### config.mk
export PLATFORM = sky130hd
export DESIGN_NAME = isad_cell
export DESIGN_NICKNAME = d
export VERILOG_FILES = /design/src/hw/rtl/isad_pkg.sv /design/src/hw/rtl/isad_cell.sv
export SDC_FILE = /design/constraint.sdc
export NUM_CORES = 1
export LEC_CHECK = 0
export ABC_AREA = 1
export BUFFER_PORTS_ARGS = -buffer_cell sky130_fd_sc_hd__buf_2
export CAP_MARGIN = 0
export CORE_UTILIZATION = 35
export DETAILED_ROUTE_END_ITERATION = 7
export MAX_ROUTING_LAYER = met4
export PLACE_DENSITY_LB_ADDON = 0.25
export SYNTH_ARGS = -nofsm -noshare
export SYNTH_HDL_FRONTEND = slang
export SYNTH_SLANG_ARGS = --single-unit
export TNS_END_PERCENT = 1
### constraint.sdc
create_clock -name clk -period 7.3 [get_ports clk]
set_input_delay 0.73 -clock clk [delete_from_list [all_inputs] [get_ports clk]]
set_output_delay 0.73 -clock clk [all_outputs]
set_load 0.03 [all_outputs]
### src/hw/rtl/isad_pkg.sv
// shared types and constants for the insertion sorter
// no dependencies; used by isad_cell, insertion_sorter_asc_desc, isad_checker and the testbench
package isad_pkg;

    localparam int DATA_W       = 32;
    localparam int CAPACITY_DEF = 64;

    typedef logic signed [DATA_W-1:0] data_t;

    // control broadcast from the top level to every cell
    typedef struct packed {
        logic ins;        // insert the key this cycle
        logic shl;        // shift the whole row one place toward cell 0
        logic ascending;  // order used for the compare
    } cell_ctrl_t;

endpackage

### src/hw/rtl/isad_cell.sv
// one storage cell of the insertion row: value, valid bit, compare and shift
// depends on isad_pkg
module isad_cell
    import isad_pkg::*;
(
    input  logic       clk,
    input  logic       rst_n,
    input  cell_ctrl_t ctrl,
    input  data_t      key,
    input  data_t      left_val,
    input  logic       left_valid,
    input  logic       left_move,
    input  data_t      right_val,
    input  logic       right_valid,
    input  logic       right_move,
    output data_t      val,
    output logic       valid,
    output logic       move
);

    data_t val_reg;
    data_t val_next;
    logic  valid_reg;
    logic  valid_next;
    logic  after_key;

    // stored entry goes strictly after the key in the chosen order
    assign after_key = ctrl.ascending ? (val_reg > key) : (val_reg < key);

    // this cell takes part in the shift toward the tail
    assign move = (valid_reg ? after_key : 1'b1) & right_move;

    always_comb
    begin
        val_next   = val_reg;
        valid_next = valid_reg;
        if (ctrl.shl)
        begin
            val_next   = right_val;
            valid_next = right_valid;
        end
        else if (ctrl.ins && move)
        begin
            if (left_move)
            begin
                val_next   = left_val;
                valid_next = left_valid;
            end
            else
            begin
                val_next   = key;
                valid_next = 1'b1;
            end
        end
    end

    always_ff @(posedge clk or negedge rst_n)
    begin
        if (!rst_n)
        begin
            valid_reg <= 1'b0;
        end
        else
        begin
            valid_reg <= valid_next;
        end
    end

    always_ff @(posedge clk)
    begin
        val_reg <= val_next;
    end

    assign val   = val_reg;
    assign valid = valid_reg;

endmodule

==> Yosys cells after proc, flatten, opt, wreduce, memory -nomap -nowiden <==
Index checks and enable logic that the tools add are counted.
{ "totals": {"reg_bits": 33, "inputBits": 105, "out_inout_bits": 34, "word_cells": 15} }
{ "classes": {"magnitude_cmp": 2, "muxes": 8, "bitwise": 1, "n_reduce_logical": 2} }
{ "ops": {"columns": ["cell", "n"], "rows": [
  ["2-to-1 mux 32 bit", 3],
  ["> comparator 32 bit", 1],
  ["< comparator 32 bit", 1],
  ["2-to-1 mux 1 bit", 5],
  ["nonzero test 2 bit", 1],
  ["AND 1 bit", 1],
  ["logical AND 1 bit", 1]
]} }

==> Logic depth before layout (Yosys ltp) <==
{ "depth": {"depth_word": 7, "mapped_depth": 20} }

==> Worst setup path before layout <==
Ideal clock, no wire load.
{ "synth_path": {"path_kind": "input-to-output", "startpoint": "input key[31]", "endpoint": "output move", "arrival_ns": 2.144, "t_required_ns": 6.570, "path_slack_ns": 4.426, "path_stages": 14, "path_cell_list": "inv_1 > ha_1 > nand2_1 > inv_1 > nor2_1 > o21a_1 > nand2_1 > a21oi_1 > nand2_2 > nand2_1 > nand3_2 > nand3_2 > nand2_1 > inv_1"} }
{ "synth_via": {"elab_chain_cells": 4} }
{ "synth_rtl": {"columns": ["element", "line", "rtl"], "rows": [
  ["start, declared", "isad_cell.sv:9", "input data_t key,"],
  ["< comparator 32 bit or > comparator 32 bit (tied branches)", "isad_cell.sv:28", "assign after_key = ctrl.ascending ? (val_reg > key) : (val_reg < key);"],
  ["2-to-1 mux 1 bit *", "isad_cell.sv:28", null],
  ["2-to-1 mux 1 bit *", "isad_cell.sv:31", "assign move = (valid_reg ? after_key : 1'b1) & right_move;"],
  ["AND 1 bit *", "isad_cell.sv:31", null],
  ["end, declared", "isad_cell.sv:18", "output logic move"]
]} }
Mark *: on every way between the ends. The rest lies on a longest branch, timed or not.

==> Final worst setup path <==
Ends and elaborated chain as after synthesis.

==> out/metrics.cfg <==
[grt]
grt_overflow=0
antenna_found_initial=0
grt_first_pass_wirelength_um=11300
grt_pass1_vias=2564
grt_use_total=0.195
grt_max_degree=36

[sta]
tightest_slew_ns=0.827
setup-violations-final=0
period_share=0.430
tns_ns=0
slew_viol_final=0
timing.fmax_mhz=319
rsz0062_at_grt=false
maxSlewHeadroom=0.447
period_minus_slack_ns=3.14
hold_viol_final=0
skew_ns=0.00929

[drt]
drc=0
drtIter0Drc=77
wirelength_um=7140
wire_per_inst_um=12.6
first_pass_iters=4
vias=2697
vias_per_cell=4.76
ant_nets=0

[critical_path]
reg2reg_depth=11
cpMostUsedCell=nand2_1
r2r-start=val[31]
critical_path_class=primary input to output pin
cp.arrival_ns=2.41
critPathMaxFanout=5
slowest_delay_ns=0.34
crit_path_end_kind=output pin
r2r_slack_ns=4.52
r2r-end=val[13]
cp-start-kind=primary input
slowest_stage=ha_1
crit_chain=buf_2, inv_1, ha_1, nand2_1, inv_1, nor2_1, o21a_1, nand2_1, a21oi_1, nand2_2, nand2_1, nand3_2, nand3_2, nand2_1, inv_1, buf_2
crit_required_ns=6.57

[cts]
cts.sinks=33
cts_inserted_buffers=5
postCtsSetupBuffers=0
htreeDepth=2
clk_pin_slew_ns=0.07
clockBufferDepth=2
cts_tree=done
cts_resized=0
clkLatencyLatePin_ns=0.28
cts_hold_buf=0
cts_root_buf=clkbuf_8

[power_and_ir_drop]
p_sw_uw=201
p_leak_uw=0.00181
switching_share=0.351
peakVddDrop_v=0.0000841
pwr-share-seq=0.422
clkPwrFrac=0.241
internal_power_uw=371
p_per_area_nw_per_um2=167
p_comb_frac=0.337

[die]
die-area_um2=7720
rows=30
core_area_um2=6940
start_util=0.372
io_pins=139
fp.dieH_um=87.9
die_w_um=87.9

[synthesis]
synthesis.instances=339
synth-seq-cells=33
synth_cell_type_count=21
syn-cell-area_um2=2580
yosysWarningCount=0
synth_nets=476
yosysSeqAreaShare=0.382
postSynthAreaPerCell_um2=7.61

[finish]
stdcell_area_um2=3420
final_nets=607
diodes=0
largest_register_ffs=32
layout-drive-gt1-share=0.333
areaGrowthSynthToFinish_pct=32.4

[place]
dp.final_hpwl_um=5290
gp_congestion=0.765
dpl_cell_area_um2=3340
io_buffers=138

[outcome]
status=finished clean

[run]
max_cap_violations=0

[worst_hold_path]
worstHoldPathType=primary input to async pin

-- per-stage QoR --
stage	std cells	setup WS (ns)	hold slack, ns	power (uW)	utilization
floorplan	339	4.43	0.434	370	-
global placement	559	4.10	0.507	435	0.481
detailed placement	559	4.05	0.508	440	0.481
CTS	567	4.15	0.206	576	0.492
global route	567	3.94	0.196	609	0.492
finish	567	4.16	0.214	572	0.492
-- Yosys cell counts --
cell | n | area share
a21o_1 | 1 | 0.0029
a21oi_1 | 78 | 0.15
and2_1 | 1 | 0.0024
and3_2 | 1 | 0.0029
buf_1 | 1 | 0.0015
buf_2 | 1 | 0.0019
clkbuf_1 | 12 | 0.017
clkinv_2 | 1 | 0.0019
dfrtp_1 | 1 | 0.0097
edfxtp_1 | 32 | 0.37
ha_1 | 32 | 0.16
inv_1 | 39 | 0.057
inv_2 | 4 | 0.0058
nand2_1 | 73 | 0.11
nand2_2 | 4 | 0.0097
nand3_1 | 5 | 0.0097
nand3_2 | 4 | 0.016
nand4_1 | 1 | 0.0024
nor2_1 | 43 | 0.063
o21a_1 | 2 | 0.0058
o21ai_0 | 3 | 0.0058
-- worst max path at each step --
stage / from / to / slack [ns]
after floorplan: key[31] / move / 4.43
after global placement: key[31] / val[13] / 4.10
after detailed placement: ctrl[1] / val[11] / 4.05
after CTS: key[31] / move / 4.15
after global routing: key[31] / move / 3.94
final: key[31] / move / 4.16
-- power groups by stage --
stage               Sequential [uW]  Clock (uW)  Combinational (uW)
floorplan                       280           0                89.6
global placement                245           0                 190
detailed placement              246           0                 194
CTS                             242         139                 195
global route                    244         147                 218
finish                          241         138                 193
-- layout by cell type, fill, tap and decap left out, drive strengths merged --
cell type / n
and3: 1
nand4: 1
ha: 32
nand2: 77
o21a: 2
buf: 138
clkinv: 1
dfrtp: 1
and2: 1
a21o: 1
a21oi: 78
o21ai: 3
clkbuf: 8
nor2: 43
inv: 43
nand3: 9
edfxtp: 32
-- kinds of logic after synthesis --
logic type	share of synthesized area
AND/OR/NAND/NOR	0.211
flip-flops	0.382
AO/OA/AOI/OAI	0.166
adder cells (fa/ha/maj)	0.155
buffers and inverters	0.0853
-- layer usage --
layer | up-vias | routed length [um] | global-route usage
met2 | 94 | 3460 | 0.338
met4 | 0 | 58 | 0.0417
met3 | 5 | 388 | 0.0377
li1 | 1385 | - | -
met5 | - | 0 | -
met1 | 1213 | 3230 | 0.234
-- cell type report --
type	count	area (um2)
clock buffers	8	80.1
inverters	44	166
multi-input cells	248	1370
fillers	717	3530
flip-flops and latches	33	986
repair buffers	138	691
well taps	96	120
-- critical path, delay by kind of cell --
kind	cells	cell delay, ns
AO/OA/AOI/OAI	2	0.36
buffers and inverters	5	0.38
AND/OR/NAND/NOR	8	0.60
adder cells (fa/ha/maj)	1	0.34
Power figures use the tool's default switching activity.
